$ cat src/assert_macros.svh
// Assertion helpers shared by the RTL.
`ifndef ASSERT_MACROS_SVH
`define ASSERT_MACROS_SVH

// Clocked property, disabled while reset is asserted.
`define ASSERT_PROP(lbl, clk, rstn, prop, msg) \
  lbl: assert property (@(posedge clk) disable iff (!(rstn)) (prop)) else $error(msg);

// Condition that must never be true at a clock edge.
`define ASSERT_NEVER(lbl, clk, rstn, cond, msg) \
  `ASSERT_PROP(lbl, clk, rstn, !(cond), msg)

`endif

$ cat src/ppp_pkg.sv
package ppp_pkg;

  // Operation codes of an input word.
  localparam logic [1:0] OP_PROJECT = 2'd0;
  localparam logic [1:0] OP_FILL    = 2'd1;
  localparam logic [1:0] OP_READ    = 2'd2;
  localparam logic [1:0] OP_NONE    = 2'd3;

  // Result status codes.
  localparam logic [2:0] STAT_DRAWN  = 3'd0;
  localparam logic [2:0] STAT_BEHIND = 3'd1;
  localparam logic [2:0] STAT_OFF    = 3'd2;
  localparam logic [2:0] STAT_FILLED = 3'd3;
  localparam logic [2:0] STAT_READ   = 3'd4;

  // Configuration register indexes.
  localparam logic [2:0] REG_ROLL  = 3'd0;
  localparam logic [2:0] REG_PITCH = 3'd1;
  localparam logic [2:0] REG_CAMX  = 3'd2;
  localparam logic [2:0] REG_CAMY  = 3'd3;
  localparam logic [2:0] REG_CAMZ  = 3'd4;
  localparam logic [2:0] REG_FOCAL = 3'd5;
  localparam logic [2:0] REG_PP    = 3'd6;

  // Datapath widths.
  localparam int unsigned OpAW   = 40;  // multiplier operand a
  localparam int unsigned OpBW   = 25;  // multiplier operand b
  localparam int unsigned AccW   = 64;  // accumulator
  localparam int unsigned DivNW  = 64;  // dividend and quotient
  localparam int unsigned DivDW  = 37;  // divisor (positive depth)

  // Command word to the multiply-accumulate unit.
  typedef struct packed {
    logic                   valid;
    logic                   clear;
    logic signed [OpAW-1:0] a;
    logic signed [OpBW-1:0] b;
  } mac_cmd_t;

  typedef enum logic [1:0] {
    MAC_IDLE,
    MAC_LO,
    MAC_HI,
    MAC_ACC
  } mac_phase_e;

  typedef enum logic [1:0] {
    DIV_IDLE,
    DIV_RUN,
    DIV_FIX
  } div_phase_e;

  typedef enum logic [3:0] {
    S_CLEAR,
    S_IDLE,
    S_FILL,
    S_READ,
    S_RDONE,
    S_MAC,
    S_MACW,
    S_DIVU,
    S_DIVUW,
    S_DIVV,
    S_DIVVW,
    S_PLACE,
    S_WRITE
  } ctl_state_e;

  // Product sequence of one projection.
  typedef enum logic [3:0] {
    STEP_SASB,
    STEP_SACB,
    STEP_CASB,
    STEP_CACB,
    STEP_DXCB,
    STEP_DZSB,
    STEP_DXR10,
    STEP_DYCA,
    STEP_DZR12,
    STEP_DXR20,
    STEP_DYSA,
    STEP_DZR22,
    STEP_XCFU,
    STEP_YCFV
  } step_e;

endpackage

$ cat src/ppp_mac.sv
module ppp_mac import ppp_pkg::*; (
  input  logic                   clk_i,
  input  logic                   rst_ni,
  input  mac_cmd_t               cmd_i,
  output logic                   done_o,
  output logic signed [AccW-1:0] acc_o
);

  localparam int unsigned LoW   = 20;
  localparam int unsigned ProdW = LoW + 1 + OpBW;

  mac_phase_e              phase_q, phase_d;
  logic                    done_q;
  logic                    clr_q;
  logic signed [OpAW-1:0]  a_q;
  logic signed [OpBW-1:0]  b_q;
  logic signed [ProdW-1:0] prod_q, prod_d;
  logic signed [AccW-1:0]  acc_q;
  logic signed [AccW-1:0]  prod_ext;

  // Phase sequence: low partial product, high partial product, final add.
  always_comb begin
    phase_d = phase_q;
    unique case (phase_q)
      MAC_IDLE: if (cmd_i.valid) phase_d = MAC_LO;
      MAC_LO:   phase_d = MAC_HI;
      MAC_HI:   phase_d = MAC_ACC;
      MAC_ACC:  phase_d = MAC_IDLE;
      default:  phase_d = MAC_IDLE;
    endcase
  end

  // Partial product of the operand half that the phase selects.
  always_comb begin
    if (phase_q == MAC_LO) begin
      prod_d = $signed({1'b0, a_q[LoW-1:0]}) * b_q;
    end else begin
      prod_d = $signed(a_q[OpAW-1:LoW]) * b_q;
    end
    prod_ext = {{(AccW-ProdW){prod_q[ProdW-1]}}, prod_q};
  end

  always_ff @(posedge clk_i or negedge rst_ni) begin
    if (!rst_ni) begin
      phase_q <= MAC_IDLE;
      done_q  <= 1'b0;
    end else begin
      phase_q <= phase_d;
      done_q  <= (phase_q == MAC_ACC);
    end
  end

  // Operand capture and accumulation.
  always_ff @(posedge clk_i) begin
    if (phase_q == MAC_IDLE && cmd_i.valid) begin
      a_q   <= cmd_i.a;
      b_q   <= cmd_i.b;
      clr_q <= cmd_i.clear;
    end
    prod_q <= prod_d;
    unique case (phase_q)
      MAC_LO:  if (clr_q) acc_q <= '0;
      MAC_HI:  acc_q <= acc_q + prod_ext;
      MAC_ACC: acc_q <= acc_q + (prod_ext <<< LoW);
      default: acc_q <= acc_q;
    endcase
  end

  assign done_o = done_q;
  assign acc_o  = acc_q;

endmodule

$ cat config.mk
export PLATFORM = sky130hd
export DESIGN_NAME = ppp_mac
export DESIGN_NICKNAME = d
export VERILOG_FILES = /design/src/assert_macros.svh /design/src/ppp_pkg.sv /design/src/ppp_mac.sv
export SDC_FILE = /design/constraint.sdc
export NUM_CORES = 2
export LEC_CHECK = 0
export ABC_AREA = 0
export BUFFER_PORTS_ARGS = -buffer_cell sky130_fd_sc_hd__buf_2
export CAP_MARGIN = 20
export CORE_ASPECT_RATIO = 0.75
export CORE_UTILIZATION = 55
export CTS_CLUSTER_DIAMETER = 40
export DETAILED_ROUTE_END_ITERATION = 16
export PLACE_DENSITY = 0.7
export SYNTH_ARGS = -nofsm -noshare
export SYNTH_HDL_FRONTEND = slang
export SYNTH_SLANG_ARGS = --single-unit
$ cat constraint.sdc
create_clock -name clk_i -period 13.2 [get_ports clk_i]
set_input_delay 2.64 -clock clk_i [delete_from_list [all_inputs] [get_ports clk_i]]
set_output_delay 2.64 -clock clk_i [all_outputs]
set_load 0.005 [all_outputs]
# --- Yosys cells after proc, flatten, opt, wreduce, memory -nomap -nowiden ---
# Index checks and enable logic that the tools add are counted.
totals:
  register_bits: 179
  output_inout_bits: 65
  wordCells: 25
op_classes:
  n_addsub: 2
  mul: 2
  eq_ne: 5
  n_mux: 5
  reduce_logical: 4
op_table:
  columns: ["operator", "count"]
  rows:
  - ["64-bit one-hot mux with 3 select lines", 1]
  - ["64-bit by 46-bit adder with 64-bit output", 1]
  - ["64-bit adder", 1]
  - ["64-bit two-way mux", 1]
  - ["21-bit by 25-bit multiplier with 46-bit output", 1]
  - ["46-bit two-way mux", 1]
  - ["20-bit by 25-bit multiplier with 45-bit output", 1]
  - ["2-bit one-hot mux with 4 select lines", 1]
  - ["2-bit == test, second input constant", 2]
  - ["2-bit inequality test, second input constant", 2]
  - ["3-bit nonzero test", 1]
  - ["2-bit by 1-bit == test with 1-bit output, second input constant", 1]
  - ["2-bit zero test", 1]
  - ["2-bit two-way mux", 1]
  - ["2-bit AND reduction", 1]
  - ["1-bit logical AND", 1]

# --- Depth between registers and ports, before layout ---
depth:
  ltp_word: 3
  ltp_mapped: 28

# --- Worst setup path after synthesis ---
# Ideal clock, no wire load.
synth_path:
  path_kind: "reg-to-reg"
  startpoint: "register a_q[22]"
  endpoint: "register prod_q[45]"
  setup_time_ns: 0.121
  t_arrival_ns: 6.998
  required_ns: 13.079
  slack_ns: 6.081
  path_stages_with_launch: 28
  path_cell_list: "edfxtp_1 -> clkbuf_1 -> and2_1 -> fa_1 -> inv_1 -> fa_1 -> inv_1 -> fa_1 -> inv_1 -> fa_1 -> inv_1 -> fa_1 -> inv_1 -> fa_1 -> fa_1 -> inv_1 -> ha_1 -> clkbuf_1 -> a21oi_1 -> o21bai_1 -> a21o_1 -> a21o_1 -> a21o_1 -> a21o_1 -> a21oi_1 -> o21ai_0 -> xnor2_1 -> mux2_4"
synth_via:
  elab_chain_len: 2
synth_lines:
  columns: ["element", "line", "source"]
  rows:
  - ["from (decl)", "ppp_mac.sv:15", "logic signed [OpAW-1:0] a_q;"]
  - ["from (signal assigned)", "ppp_mac.sv:56", "a_q <= cmd_i.a;"]
  - ["20-bit by 25-bit multiplier with 45-bit output", "ppp_mac.sv:38", "prod_d = $signed(a_q[OpAW-1:LoW]) * b_q;"]
  - ["46-bit two-way mux", "ppp_mac.sv:35", "if (phase_q == MAC_LO) begin"]
  - ["via prod_d[45]", "ppp_mac.sv:17", "logic signed [ProdW-1:0] prod_q, prod_d;"]
  - ["to (signal assigned)", "ppp_mac.sv:60", "prod_q <= prod_d;"]
  - ["to (decl)", "ppp_mac.sv:17", null]
# The timed path passes the listed nets, and every way through them passes these cells.
# A chain may end at the register's enable or synchronous reset.

# --- Worst setup path after layout ---
layout_path:
  startpoint: "register b_q[24]"
  endpoint: "register prod_q[43]"
layout_via:
  elab_chain_len: 2
layout_lines:
  columns: ["element", "line", "source"]
  rows:
  - ["from (decl)", "ppp_mac.sv:16", "logic signed [OpBW-1:0] b_q;"]
  - ["from (signal assigned)", "ppp_mac.sv:57", "b_q <= cmd_i.b;"]
  - ["20-bit by 25-bit multiplier with 45-bit output or 21-bit by 25-bit multiplier with 46-bit output (tied branches)", "ppp_mac.sv:38, ppp_mac.sv:36", null]
  - ["46-bit two-way mux *", "ppp_mac.sv:35", null]
  - ["via prod_d[43]", "ppp_mac.sv:17", null]
# Mark *: on every way through the listed nets, which the timed path passes. The rest lies on a longest branch.

==> results_dict.tcl <==
set metrics [dict create \
    whs_endpoint "phase_q[1]" \
    grt_max_degree 83 \
    vias_per_cell 5.58 \
    synth.avg_cell_area_um2 9.19 \
    arrival_ps 8820 \
    grt_pass1_vias 37700 \
    drv_cap 0 \
    fin_tns_setup_ps 0 \
    r2r_start "b_q[24]" \
    first_iter_violations 2287 \
    cts_tree "done" \
    final_common_cell "inv_1" \
    crit_top_cell "fa_1" \
    path_cells "buf_4, and2_1, fa_1, inv_1, fa_1, inv_1, fa_1, inv_1, fa_1, inv_1, fa_1, fa_1, inv_1, fa_1, inv_1, ha_1, a21oi_1, o21ai_0, a31oi_1, o2111ai_1, a221oi_1, xor2_1, o21ai_0" \
    grt_usage 0.298 \
    min_period_over_period 0.638 \
    fin_crit_ps 8430 \
    timing.hold.ws_ps 585 \
    slew_viol_final 0 \
    worstRegToRegCells 23 \
    hold_viol 0 \
    fillers 7618 \
    setup_viol 0 \
    syn_area_um2 48200 \
    max_slew_margin 0.228 \
    slowest_stage "edfxtp_1" \
    endpoint_kind "register" \
    rsz0062_at_grt "false" \
    tightestPinTransition_ps 1160 \
    wl_per_cell_um 19.4 \
    num_rows 93 \
    drc 0 \
    num_io_pins 134 \
    reg2reg_to "prod_q[43]" \
    clock.fmax_mhz 119 \
    routed_wl_um 123000 \
    r2r_setup_slack_ps 4770 \
    multiInputGateArea_um2 38100 \
    cp-start-kind "register" \
    netlist_instances 5250 \
    clock_path_buffers 2 \
    clock_skew_ps 28.5 \
    yosysSeqAreaShare 0.102 \
    hold_class "register to register" \
    crit_required_ps 13590 \
    synth_edf_count 130 \
    worstSetupStartpoint "b_q[24]" \
    grt-ovfl-total 0 \
    hp-start "phase_q[1]" \
    antenna_found_initial 1 \
    min_delay_path_depth 1 \
    synth.distinct_cells 88 \
    initial_core_util 0.559 \
    cts_buffers 17 \
    core_um2 86300 \
    antenna_left 0 \
    fin_nets 6650 \
    cts_num_sinks 179 \
    ys_seq_elements 179 \
    async_reset_ff_frac 0.0168 \
    cts_htree_levels 4 \
    final_cell_mix "inv_1, fa_1, nand2_1" \
    dieWidth_um 344 \
    port_buffers 133 \
    dieArea_um2 88900 \
    slowest_delay_ps 730 \
    post_cts_resized 0 \
    status "finished clean" \
    post-cts-setup-buffer-count 0 \
    synthFlopType "edfxtp_1" \
    hold_buffers 0 \
    synth_fp_nets 6689 \
    clk_latency_ps 560 \
    die-height_um 258 \
    dp_hpwl_um 98300 \
    crit_buf_inv 7 \
    root_buffer "clkbuf_16" \
    place_congestion 0.946 \
    cp_max_fo 21 \
    area_growth_pct 4.62 \
    ys_warn_count 0 \
    drive_above_1_share 0.0492 \
    vias 35500 \
    grt_pass1_wl_um 205000 \
    critPathTopFamily "adder cells" \
    regArea_um2 4900 \
    drtPass1Iterations 5 \
    clkTransAtPathRegs_ps 100 \
    crit_type "register to register" \
]
[registers in the layout (all words and copies together) (netlist names)]
signal / count
phase_q: 2
done_o: 1
b_q: 25
a_q: 40
prod_q: 46
acc_o: 64
clr_q: 1
[cell families after synthesis]
kind of cell / synth area share
flip-flops: 0.102
buffers and inverters: 0.109
AND/OR/NAND/NOR: 0.147
AO/OA/AOI/OAI: 0.0899
adder cells (fa/ha/maj): 0.514
XOR/XNOR: 0.0349
multiplexers: 0.00340
[layer usage]
metal / vias up / track usage / wire (um)
met3: 187 / 0.0458 / 8070
met1: 18200 / 0.422 / 54900
met4: 2 / 0.103 / 4010
met5: - / 0 / 12
met2: 1158 / 0.468 / 56300
li1: 15900 / - / -
[layout make-up]
cell class | count | area share
diodes | 1 | 0.0000496
clock buffers | 18 | 0.00850
inverters | 1162 | 0.0864
multi-input cells | 3667 | 0.755
repair buffers | 184 | 0.0218
well taps | 1140 | 0.0283
flip-flops and latches | 179 | 0.0971
clock inverters | 14 | 0.00327
[how the worst max path moves through the flow]
stage	cells past startpoint	slack, ps	end
after detailed placement	26	4970	prod_q[44]
after global placement	26	5120	prod_q[44]
after CTS	26	4910	prod_q[44]
after floorplan	27	6080	prod_q[45]
after global routing	23	4480	prod_q[43]
final	23	4770	prod_q[43]
[synthesized netlist by cell type (28+ instances only)]
master,count,share of area
nand4_1,35,0.0045
edfxtp_1,130,0.081
dfxtp_1,46,0.019
clkbuf_1,238,0.019
nand2_1,581,0.045
nand3_1,46,0.0048
and2_1,531,0.069
xnor2_1,110,0.020
o22ai_1,28,0.0036
a21oi_1,196,0.020
fa_1,1021,0.42
nor2_1,124,0.0096
ha_1,349,0.091
o21ai_0,134,0.014
xor2_1,82,0.015
o21bai_1,37,0.0058
inv_1,1160,0.090
a21o_1,106,0.016
[through the flow]
step	util	std cells	instance area (um2)	worst slack, ps
final	0.585	6365	50500	4770
after global placement	0.577	6329	49800	5120
after global routing	0.584	6364	50500	4480
after detailed placement	0.577	6329	49800	4970
after CTS	0.584	6361	50400	4910
after floorplan	-	5250	48200	6080
Power is not shown: default switching activity piles up to over one toggle a cycle in this logic, so the estimate is an artifact.
