File: src/assert_macros.svh
// Assertion helpers shared by the RTL.
`ifndef ASSERT_MACROS_SVH
`define ASSERT_MACROS_SVH

// Clocked property, disabled while reset is asserted.
`define ASSERT_PROP(lbl, clk, rstn, prop, msg) \
  lbl: assert property (@(posedge clk) disable iff (!(rstn)) (prop)) else $error(msg);

// Condition that must never be true at a clock edge.
`define ASSERT_NEVER(lbl, clk, rstn, cond, msg) \
  `ASSERT_PROP(lbl, clk, rstn, !(cond), msg)

`endif

File: src/ppp_pkg.sv
package ppp_pkg;

  // Operation codes of an input word.
  localparam logic [1:0] OP_PROJECT = 2'd0;
  localparam logic [1:0] OP_FILL    = 2'd1;
  localparam logic [1:0] OP_READ    = 2'd2;
  localparam logic [1:0] OP_NONE    = 2'd3;

  // Result status codes.
  localparam logic [2:0] STAT_DRAWN  = 3'd0;
  localparam logic [2:0] STAT_BEHIND = 3'd1;
  localparam logic [2:0] STAT_OFF    = 3'd2;
  localparam logic [2:0] STAT_FILLED = 3'd3;
  localparam logic [2:0] STAT_READ   = 3'd4;

  // Configuration register indexes.
  localparam logic [2:0] REG_ROLL  = 3'd0;
  localparam logic [2:0] REG_PITCH = 3'd1;
  localparam logic [2:0] REG_CAMX  = 3'd2;
  localparam logic [2:0] REG_CAMY  = 3'd3;
  localparam logic [2:0] REG_CAMZ  = 3'd4;
  localparam logic [2:0] REG_FOCAL = 3'd5;
  localparam logic [2:0] REG_PP    = 3'd6;

  // Datapath widths.
  localparam int unsigned OpAW   = 40;  // multiplier operand a
  localparam int unsigned OpBW   = 25;  // multiplier operand b
  localparam int unsigned AccW   = 64;  // accumulator
  localparam int unsigned DivNW  = 64;  // dividend and quotient
  localparam int unsigned DivDW  = 37;  // divisor (positive depth)

  // Command word to the multiply-accumulate unit.
  typedef struct packed {
    logic                   valid;
    logic                   clear;
    logic signed [OpAW-1:0] a;
    logic signed [OpBW-1:0] b;
  } mac_cmd_t;

  typedef enum logic [1:0] {
    MAC_IDLE,
    MAC_LO,
    MAC_HI,
    MAC_ACC
  } mac_phase_e;

  typedef enum logic [1:0] {
    DIV_IDLE,
    DIV_RUN,
    DIV_FIX
  } div_phase_e;

  typedef enum logic [3:0] {
    S_CLEAR,
    S_IDLE,
    S_FILL,
    S_READ,
    S_RDONE,
    S_MAC,
    S_MACW,
    S_DIVU,
    S_DIVUW,
    S_DIVV,
    S_DIVVW,
    S_PLACE,
    S_WRITE
  } ctl_state_e;

  // Product sequence of one projection.
  typedef enum logic [3:0] {
    STEP_SASB,
    STEP_SACB,
    STEP_CASB,
    STEP_CACB,
    STEP_DXCB,
    STEP_DZSB,
    STEP_DXR10,
    STEP_DYCA,
    STEP_DZR12,
    STEP_DXR20,
    STEP_DYSA,
    STEP_DZR22,
    STEP_XCFU,
    STEP_YCFV
  } step_e;

endpackage

File: src/ppp_div.sv
module ppp_div import ppp_pkg::*; (
  input  logic                    clk_i,
  input  logic                    rst_ni,
  input  logic                    start_i,
  input  logic signed [DivNW-1:0] dividend_i,
  input  logic [DivDW-1:0]        divisor_i,
  output logic                    done_o,
  output logic signed [DivNW-1:0] quot_o
);

  localparam int unsigned CntW = $clog2(DivNW);

  div_phase_e              phase_q, phase_d;
  logic                    done_q;
  logic [CntW-1:0]         cnt_q;
  logic                    neg_q;
  logic [DivNW-1:0]        num_q;
  logic [DivDW-1:0]        den_q;
  logic [DivDW-1:0]        rem_q;
  logic [DivDW:0]          rem_sh;
  logic                    qbit;
  logic [DivNW-1:0]        mag_up;
  logic signed [DivNW-1:0] quot_q;

  always_comb begin
    phase_d = phase_q;
    unique case (phase_q)
      DIV_IDLE: if (start_i) phase_d = DIV_RUN;
      DIV_RUN:  if (cnt_q == CntW'(DivNW - 1)) phase_d = DIV_FIX;
      DIV_FIX:  phase_d = DIV_IDLE;
      default:  phase_d = DIV_IDLE;
    endcase
  end

  // One restoring step per cycle; quotient bits shift in behind the dividend.
  always_comb begin
    rem_sh = {rem_q, num_q[DivNW-1]};
    qbit   = (rem_sh >= {1'b0, den_q});
    mag_up = num_q + DivNW'(rem_q != '0);
  end

  always_ff @(posedge clk_i or negedge rst_ni) begin
    if (!rst_ni) begin
      phase_q <= DIV_IDLE;
      done_q  <= 1'b0;
    end else begin
      phase_q <= phase_d;
      done_q  <= (phase_q == DIV_FIX);
    end
  end

  always_ff @(posedge clk_i) begin
    unique case (phase_q)
      DIV_IDLE: begin
        if (start_i) begin
          neg_q <= dividend_i[DivNW-1];
          num_q <= dividend_i[DivNW-1] ? DivNW'(-dividend_i) : DivNW'(dividend_i);
          den_q <= divisor_i;
          rem_q <= '0;
          cnt_q <= '0;
        end
      end
      DIV_RUN: begin
        rem_q <= qbit ? DivDW'(rem_sh - {1'b0, den_q}) : DivDW'(rem_sh);
        num_q <= {num_q[DivNW-2:0], qbit};
        cnt_q <= cnt_q + 1'b1;
      end
      DIV_FIX: begin
        // Floor toward minus infinity for a negative dividend.
        quot_q <= neg_q ? $signed(-mag_up) : $signed(num_q);
      end
      default: cnt_q <= cnt_q;
    endcase
  end

  assign done_o = done_q;
  assign quot_o = quot_q;

endmodule

File: config.mk
export PLATFORM = sky130hd
export DESIGN_NAME = ppp_div
export DESIGN_NICKNAME = d
export VERILOG_FILES = /design/src/assert_macros.svh /design/src/ppp_pkg.sv /design/src/ppp_div.sv
export SDC_FILE = /design/constraint.sdc
export NUM_CORES = 1
export LEC_CHECK = 0
export BUFFER_PORTS_ARGS = -buffer_cell sky130_fd_sc_hd__buf_4
export CAP_MARGIN = 20
export CORE_MARGIN = 8
export CORE_UTILIZATION = 55
export CTS_CLUSTER_SIZE = 14
export DETAILED_ROUTE_END_ITERATION = 8
export PLACE_DENSITY = 0.78
export SLEW_MARGIN = 20
export SYNTH_ARGS = -nofsm -noshare
export SYNTH_HDL_FRONTEND = slang
export SYNTH_SLANG_ARGS = --single-unit
File: constraint.sdc
create_clock -name clk_i -period 3.8 [get_ports clk_i]
set_clock_uncertainty 0.1 [all_clocks]
set_input_delay 0.57 -clock clk_i [delete_from_list [all_inputs] [get_ports clk_i]]
set_output_delay 0.57 -clock clk_i [all_outputs]
set_load 0.02 [all_outputs]
**After elaboration in Yosys (flattened, before gate mapping)**

Index checks and enable logic that the tools add are counted.

- Output and inout bits: 65
- Word-level logic and storage cells: 37
- Flip-flop bits (word level): 212
- Bits of input ports: 104

- Order comparisons: 1
- Reductions and logical operators: 6
- Equality and inequality tests: 5
- $add $sub $neg: 5
- Muxes and demuxes: 12

Operator list:

| operator | count |
|---|---|
| $mux W64 | 3 |
| $neg A64 Y64 | 2 |
| $pmux W64 S2 | 1 |
| $mux W37 | 2 |
| $pmux W37 S2 | 1 |
| $add A64 B1 Y64 | 1 |
| $ge A38 B37 Y1 | 1 |
| $reduce_bool A37 Y1 | 1 |
| $sub A37 B37 Y37 | 1 |
| $pmux W6 S2 | 1 |
| $add A6 B1 Y6 const B | 1 |
| $eq A6 B6 Y1 const B | 1 |
| $mux W6 | 1 |
| $reduce_and A2 Y1 | 3 |
| $mux W2 | 2 |
| $ne A2 B2 Y1 const B | 2 |
| $pmux W2 S2 | 1 |
| $eq A2 B1 Y1 const B | 1 |
| $eq A2 B2 Y1 const B | 1 |
| $logic_not A2 Y1 | 1 |
| $reduce_bool A2 Y1 | 1 |

**Depth between registers and ports, before layout**

Gate-level depths: netlist of run 1.

- Depth after elaboration: 4
- Gate-level depth with buffers: 16
- Mapped depth without buffers: 16

**Least setup slack after synthesis of run 1**

OpenSTA, ideal clock, no wires.

- Kind: flip-flop to flip-flop
- Start point: reg rem_q[20]
- End point: reg quot_q[63] (netlist: quot_o[63]) (data pin)
- Cell stages (with the launch flop): 16
- Clock period less this slack: 3.986 ns
- Slack: -0.186 ns
- Setup time: 0.265 ns
- Data arrival time: 3.621 ns
- Data required time: 3.435 ns
- Buffers on the path: 0
- Cells stage by stage: edfxtp_1 nor4_1 nand4_1 nor3_1 ha_1 ha_1 inv_1 ha_1 o21ba_2 o221ai_1 a31oi_1 o211ai_1 a41oi_1 a2111oi_0 a2111oi_0 or3_1

- Cells in the longest elaborated chain, start to end: 4

RTL lines:

| item | RTL line | RTL |
|---|---|---|
| start: declaration | ppp_div.sv:19 | `logic [DivDW-1:0] rem_q;` |
| start signal: assignment | ppp_div.sv:64 | `rem_q <= qbit ? DivDW'(rem_sh - {1'b0, den_q}) : DivDW'(rem_sh);` |
| $reduce_bool A37 Y1 | ppp_div.sv:39 | `mag_up = num_q + DivNW'(rem_q != '0);` |
| $add A64 B1 Y64 | ppp_div.sv:39 |  |
| $neg A64 Y64 | ppp_div.sv:70 | `quot_q <= neg_q ? $signed(-mag_up) : $signed(num_q);` |
| $mux W64 | ppp_div.sv:70 |  |
| end signal: assignment | ppp_div.sv:70 |  |
| end: declaration | ppp_div.sv:23 | `logic signed [DivNW-1:0] quot_q;` |

No other way between the ends.
A chain may end at the register's enable or synchronous reset.

**Final worst setup path of run 1**

- Start point: reg rem_q[9]
- End point: reg quot_q[63] (netlist: quot_o[63]) (data pin)

The elaborated chain is that of the path after synthesis.

==> results.md, run 1 <==
* Register cell area after layout at 6350 um2
* Die Span Y at 187 um
* Setup TNS Final at -0.0532 ns
* Dpl hpwl at ~36 mm
* HP Class: input port to flop
* Top Layer Used: met4
* WHS at approximately 0.12 ns
* Antenna violations before repair at 0
* Commonest cells after routing, fill and taps aside: 301 x buf_4, 255 x nand2_1, 209 x edfxtp_1
* Outcome: finished, violations left
* Die W at roughly 190 um
* WL/cell at ~19 um
* Fin crit share at 101%
* Final worst path period need at approximately 3.8 ns
* R2R setup slack at -0.03 ns
* Critical path, cell by cell: nor4_1 -> nand4_1 -> nor3_2 -> ha_2 -> ha_4 -> inv_4 -> ha_4 -> o21ba_4 -> o221ai_2 -> a31oi_1 -> o211ai_1 -> a41oi_2 -> a2111oi_4 -> a2111oi_1 -> or3_1
* P&R area growth vs syn at 22.3%
* Fraction of registers with async set/reset at between 1 and 1.5%
* R2R Path Start: rem_q[9]
* Detailed route wirelength on metal3 at between 3 and 4 mm
* IO buf count at about 170
* CP endpoint kind: flop
* Final core occ at approximately two thirds
* DR vias/cell at around 6
* Clock Path Buffers at 3
* Critical Path Sink: quot_o[63]
* Peak supply drop at 0.338 mV
* DRC violation count after routing at 0
* Hold Path Depth at 1
* Die area at ~35000 um2
* Post-Route M1 WL at 18.6 mm
* Avg Inst Size Synth at 8.81 um2
* Crit path required time at roughly 4.0 ns
* Setup crit start: rem_q[9]
* Critical R2R Capture: quot_o[63]
* Mapped Area at 16100 um2
* Layout net count at between 2k and 2.5k
* Total GRT Usage at between 20% and 30%
* Area of the multi-input gates at around 9300 um2
* Clock Latency Late Sink at 0.53 ns
* RD Place Congestion at 0.979
* DR pass1 iterations at 5
* Num rows at between 60 and 70
* Worst-case reg-to-reg path depth at 15
* Met2 WL at 22.8 mm
* FMAX at 261 MHz
* Synth unique cells at 70
* Crit-path most repeated cell: ha_4
* Fillers at 2234
* Final hold vios at 0
* Syn Nets at 2037
* Total Wirelength at around 47 mm
* Final worst slack at -0.0295 ns
* Setup WS pre-CTS at -0.407 ns
* Synth Instances at 1826
* Core area at 28800 um2
* Starting DRT DRC Count at 1360
* RSZ-0062 raised after global routing: yes
* Max stage delay on crit path at roughly 0.39 ns
* TritonCTS Buffers at 25
* IO Pins at about 170
* CP max FO at 2
* Slew HR at around two fifths
* Worst-margin pin slew at ~0.9 ns
* Initial Util at between 50% and 60%
* CTS Root Cell: clkbuf_16
* Startpoint types: flop
* Top FF cell, synth: edfxtp_1
* Sequential fraction of the synthesis area at between 30 and 40%
* Vias in the first global route at 14.3k
* Max Slew Vio Count at 0
* Critical-path top delay cell: edfxtp_1
* First-pass GRT wire length at around 75 mm
* Post-synth EDFFs at between 200 and 250
* Failing checks: negative setup slack
* Largest net degree at the start of global routing at just under 80
* Crit path kind: flop to flop
* Worst EP arrival at 4.00 ns
* Gr ovfl total at 0
* Most common cell after layout, fill and taps aside: buf_4
* Vias at between 10k and 15k
* Syn. warnings at 0
* H-tree depth at 1
* P per Cell Area at roughly 260 nW/um2
* CTS tree: built
* Layout cells sized above 1 at around a fifth
* CTS sink cnt at roughly 210
* Remaining antenna violation count at 0
* Clock transition at path regs at ~0.06 ns
* # Max-Cap Violations at 0
* Final setup vio count at 3
* Antenna cells at 0
* Seq cells post-synth at between 200 and 250
* Leak at a little under 9 nW
==> where the power goes <==
group	switching, W	leakage [nW]	internal, W	total, W
Clock	0.000964	0.395	0.00147	0.00244
Sequential	0	2.12	0.00254	0.00254
Combinational	0.000109	6.33	0.000128	0.000237
Total	0.00107	8.84	0.00414	0.00521
==> critical path, delay by kind of cell (launching register included) <==
kind,cells,cell delay [ns]
AOI/OAI and AO/OA,7,1.47
buffers and inverters,1,0.04
DFF,1,0.39
adders and majority gates,3,0.51
and+or+nand+nor,4,1.08
==> sequential cells by signal, summed over array words and instances (netlist names) <==
register  flops
num_q        64
quot_o       64
den_q        37
rem_q        37
cnt_q         6
phase_q       2
done_o        1
neg_q         1
==> final cells by class <==
class                      count  share of cell area (%)
inverter                     133                    2.55
tap                          384                    2.44
clock buffer                  30                    3.27
clock inverter                14                   0.865
multi-input combinational   1395                    47.1
timing repair buffer         302                    11.5
sequential                   212                    32.3
==> worst min-delay path by stage <==
stage	slack, ns	endpoint	from
2_1_floorplan	0.17	done_o	rst_ni
3_3_place_gp	0.28	phase_q[0]	rst_ni
3_5_place_dp	0.28	phase_q[0]	rst_ni
4_1_cts	0.10	den_q[19]	divisor_i[19]
5_1_grt	0.10	den_q[18]	divisor_i[18]
6_report	0.12	den_q[33]	divisor_i[33]
==> cells by family after synthesis <==
logic type	after synthesis	synth area share (%)
buffers and inverters	219	5.12
adders and majority gates	107	8.37
AOI/OAI and AO/OA	568	21.6
muxes	24	1.49
DFF	212	39.5
and+or+nand+nor	558	16.4
xor gates and xnor gates	138	7.51
==> cell usage after synthesis (5+ instances only) <==
| library cell | number | area [um2] |
|---|---|---|
| o211ai_1 | 12 | 90.1 |
| and3_1 | 14 | 87.6 |
| xnor2_1 | 49 | 429 |
| edfxtp_1 | 209 | 6280 |
| a21o_1 | 53 | 398 |
| nand2b_1 | 12 | 75.1 |
| a41oi_1 | 5 | 43.8 |
| o21bai_1 | 12 | 90.1 |
| a21boi_0 | 7 | 52.6 |
| xor2_1 | 89 | 780 |
| o41ai_1 | 11 | 96.3 |
| ha_1 | 106 | 1330 |
| or3b_2 | 5 | 43.8 |
| nand2_1 | 258 | 968 |
| nor2b_1 | 5 | 31.3 |
| o21ai_0 | 181 | 906 |
| mux2i_1 | 24 | 240 |
| or3_1 | 11 | 68.8 |
| a2111oi_0 | 6 | 52.6 |
| or4_1 | 9 | 67.6 |
| clkbuf_1 | 81 | 304 |
| nor4_1 | 13 | 81.3 |
| and2_1 | 12 | 75.1 |
| a21oi_1 | 163 | 816 |
| nor3_1 | 29 | 145 |
| a211oi_1 | 18 | 135 |
| nor2_1 | 99 | 372 |
| inv_1 | 133 | 499 |
| o21a_1 | 25 | 188 |
| o31ai_1 | 27 | 203 |
| a31oi_1 | 14 | 87.6 |
| nand3_1 | 25 | 125 |
| nand4_1 | 37 | 231 |
==> metrics by stage <==
stage	cell area (um2)	cells	power [W]
detailed placement	18500	2421	0.00282
finish	19700	2470	0.00521
global route	19700	2470	0.00533
floorplan	16100	1826	0.00267
CTS	19500	2468	0.00523
global placement	18500	2421	0.00281
==> layer usage <==
metal  track usage, %  up-vias
met5                0        -
met4             9.41        0
met3             3.11      120
met2             45.1      650
met1             31.9     7033
li1                 -     7118
==> what timing repair did <==
item / in CTS / in global routing
setup endpoints to repair: 28 / 72
buffers inserted: 2 / 2
hold buffers: 1 / 0
resized for setup: 27 / 47
hold endpoints to repair: 3 / 0
pin swaps: 16 / 20
(Power assumes the default switching activity.)
==> inputs of run 2 (changes only) <==
Settings changed: RECOVER_POWER set to 100.
==> run 2 against run 1 <==
Effect of this change: the flow finishes with violations (max-capacitance violations, max-slew violations, negative setup slack); register-to-register slack about the same; combinational power about the same; critical path depth unchanged; worst hold slack improved by 0.021 ns; clock-buffer cell count stayed put; largest power group unchanged.
==> results.md, run 2 (same netlist as run 1, synthesis figures left out) <==
* Outcome: finished, violations left (unchanged)
* Failing checks: max-capacitance violations, max-slew violations, negative setup slack (was negative setup slack)
* IO Pins at 169 (unchanged)
* CTS Root Cell: clkbuf_16 (unchanged)
* Critical-path top delay cell: edfxtp_1 (unchanged)
* Post-DP Area at 18500 um2 (unchanged)
* Hold path startpoint: divisor_i[28] (was divisor_i[33])
* P_sw at 0.00107 W (about the same)
* CP max FO at 2 (unchanged)
* Hold Path Depth at 1 (unchanged)
* Clock power frac at 46.8% (about the same)
* # Max-Cap Violations at 6 (was 0)
* Final worst slack at -0.0198 ns (was -0.0295 ns)
* Most common cell after layout, fill and taps aside: nand2_1 (was buf_4)
* RSZ-0062 raised after global routing: yes (unchanged)
* Peak supply drop at 0.338 mV (about the same)
* Total Wirelength at 46.8 mm (was 46.6 mm)
* Clock Latency Late Sink at 0.53 ns (about the same)
* Initial Util at 55.9% (unchanged)
* FMAX at 262 MHz (was 261 MHz)
* H-tree depth at 1 (unchanged)
* Fin crit share at 101% (about the same)
* CTS sink cnt at 212 (unchanged)
* Dpl hpwl at 35.9 mm (unchanged)
* DR pass1 iterations at 5 (unchanged)
* Total GRT Usage at 25.6% (unchanged)
* Worst Hold Path EP: den_q[28] (was den_q[33])
* CTS tree: built (unchanged)
* Clock Path Buffers at 3 (unchanged)
* P per Cell Area at 269 nW/um2 (was 265 nW/um2)
* Antenna cells at 0 (unchanged)
* Num rows at 62 (unchanged)
* Crit-path most repeated cell: ha_4 (unchanged)
* Leak at 8.56 nW (was 8.84 nW)
* Worst EP arrival at 4.00 ns (about the same)
* Crit path required time at 3.98 ns (was 3.97 ns)
* Seq pwr share at 48.7% (about the same)
* IO buf count at 168 (unchanged)
* WL/cell at 18.9 um (about the same)
* HP Class: input port to flop (unchanged)
* Die W at 187 um (unchanged)
* Area of the multi-input gates at 9230 um2 (was 9260 um2)
* Vias in the first global route at 14.3k (unchanged)
* Clock transition at path regs at 0.06 ns (about the same)
* Critical R2R Capture: quot_o[63] (unchanged)
* Starting DRT DRC Count at 1337 (was 1360)
* Max Slew Vio Count at 231 (was 0)
* Crit path kind: flop to flop (unchanged)
* Startpoint types: flop (unchanged)
* Die area at 35000 um2 (unchanged)
* Gr ovfl total at 0 (unchanged)
* First-pass GRT wire length at 74.9 mm (unchanged)
* DR vias/cell at 6.03 (was 6.04)
* Tot Pwr at 0.00520 W (was 0.00521 W)
* Remaining antenna violation count at 0 (unchanged)
* Gate power share at 4.5% (about the same)
* R2R Path Start: rem_q[9] (unchanged)
* Vias at 14.9k (about the same)
* Fillers at 2324 (was 2234)
* Die Span Y at 187 um (unchanged)
* RD Place Congestion at 0.979 (unchanged)
* Commonest cells after routing, fill and taps aside: 255 x nand2_1, 209 x edfxtp_1, 189 x buf_4 (was 301 x buf_4, 255 x nand2_1, 209 x edfxtp_1)
* Final setup vio count at 3 (unchanged)
* Setup TNS Final at -0.0220 ns (was -0.0532 ns)
* Antenna violations before repair at 0 (unchanged)
* DRC violation count after routing at 0 (unchanged)
* P&R area growth vs syn at 20.4% (was 22.3%)
* R2R setup slack at -0.02 ns (was -0.03 ns)
* Switching Share at 20.6% (about the same)
* Core area at 28800 um2 (unchanged)
* Cell Int Power at 0.00413 W (was 0.00414 W)
* CP endpoint kind: flop (unchanged)
* Critical path, cell by cell: nor4_1 -> nand4_1 -> nor3_2 -> ha_2 -> ha_4 -> inv_4 -> ha_4 -> o21ba_4 -> o221ai_2 -> a31oi_1 -> o211ai_1 -> a41oi_2 -> a2111oi_4 -> a2111oi_1 -> or3_1 (unchanged)
* Max stage delay on crit path at 0.39 ns (about the same)
* Worst-case reg-to-reg path depth at 15 (unchanged)
* Worst-margin pin slew at 2.31 ns (was 0.903 ns)
* Layout cells sized above 1 at 16.2% (was 19.8%)
* Largest net degree at the start of global routing at 79 (unchanged)
* Layout net count at 2280 (unchanged)
* Register cell area after layout at 6350 um2 (unchanged)
* Finished Cell Area at 19400 um2 (was 19700 um2)
* Final worst path period need at 3.82 ns (was 3.83 ns)
* Final hold vios at 0 (unchanged)
* Slew HR at -54.6% (was 39.2%)
* TritonCTS Buffers at 25 (unchanged)
run 2: cell count changes in the layout (fill, tap and decap cells not counted), sizes merged:
cell    before  now
buf        301  189
clkbuf      30  142
run 2: power by group through the flow:
stage          Combinational, W  Sequential, W  Clock [W]
2_1_floorplan         0.0000814        0.00259          0
3_3_place_gp           0.000228        0.00258          0
3_5_place_dp           0.000232        0.00258          0
4_1_cts                0.000235        0.00254    0.00246
5_1_grt                0.000252        0.00253    0.00254
6_report               0.000235        0.00254    0.00243
run 2: through the flow:
| step | instances | util, % | setup WS, ns | hold WS [ns] |
|---|---|---|---|---|
| 2_1_floorplan | 1826 | - | -0.0260 | 0.174 |
| 3_3_place_gp | 2421 | 64.3 | -0.288 | 0.276 |
| 3_5_place_dp | 2421 | 64.3 | -0.407 | 0.277 |
| 4_1_cts | 2468 | 67.6 | -0.0450 | 0.105 |
| 5_1_grt | 2470 | 67.3 | -0.199 | 0.124 |
| 6_report | 2470 | 67.3 | -0.0198 | 0.144 |
run 2: worst max path at each step:
| stage | from | end | cells past startpoint |
|---|---|---|---|
| CTS | rem_q[24] | quot_o[63] | 15 |
| global placement | rem_q[20] | quot_o[63] | 15 |
| finish | rem_q[9] | quot_o[63] | 15 |
| global route | rem_q[24] | quot_o[59] | 17 |
| detailed placement | rem_q[20] | quot_o[63] | 15 |
| floorplan | rem_q[20] | quot_o[63] | 15 |
run 2: critical path: cells and delay by family, from the launching register on:
family                     cells  cell delay (ns)
DFF                            1             0.39
adders and majority gates      3             0.51
AOI/OAI and AO/OA              7             1.46
buffers and inverters          1             0.04
and+or+nand+nor                4             1.07
run 2: timing repair:
item	CTS	global route
pin swaps	16	20
setup buffers	2	2
endpoints found under the setup margin	28	72
hold endpoints to repair	3	0
gates resized for setup	27	47
hold buffers	1	0
run 2: layout make-up:
class | instances | share of cell area, %
flip-flops and latches | 212 | 32.8
inverters | 133 | 2.59
clock buffers | 30 | 3.33
clock inverters | 14 | 0.878
multi-input cells | 1395 | 47.6
repair buffers | 302 | 10.3
well taps | 384 | 2.48
run 2: routing by layer:
layer	global-route usage, %	wire, um	part of all wire [%]
met3	3.11	3110	6.7
met4	9.41	1910	4.1
met2	45.1	22700	49
met1	31.9	19000	41
met5	0	0	0
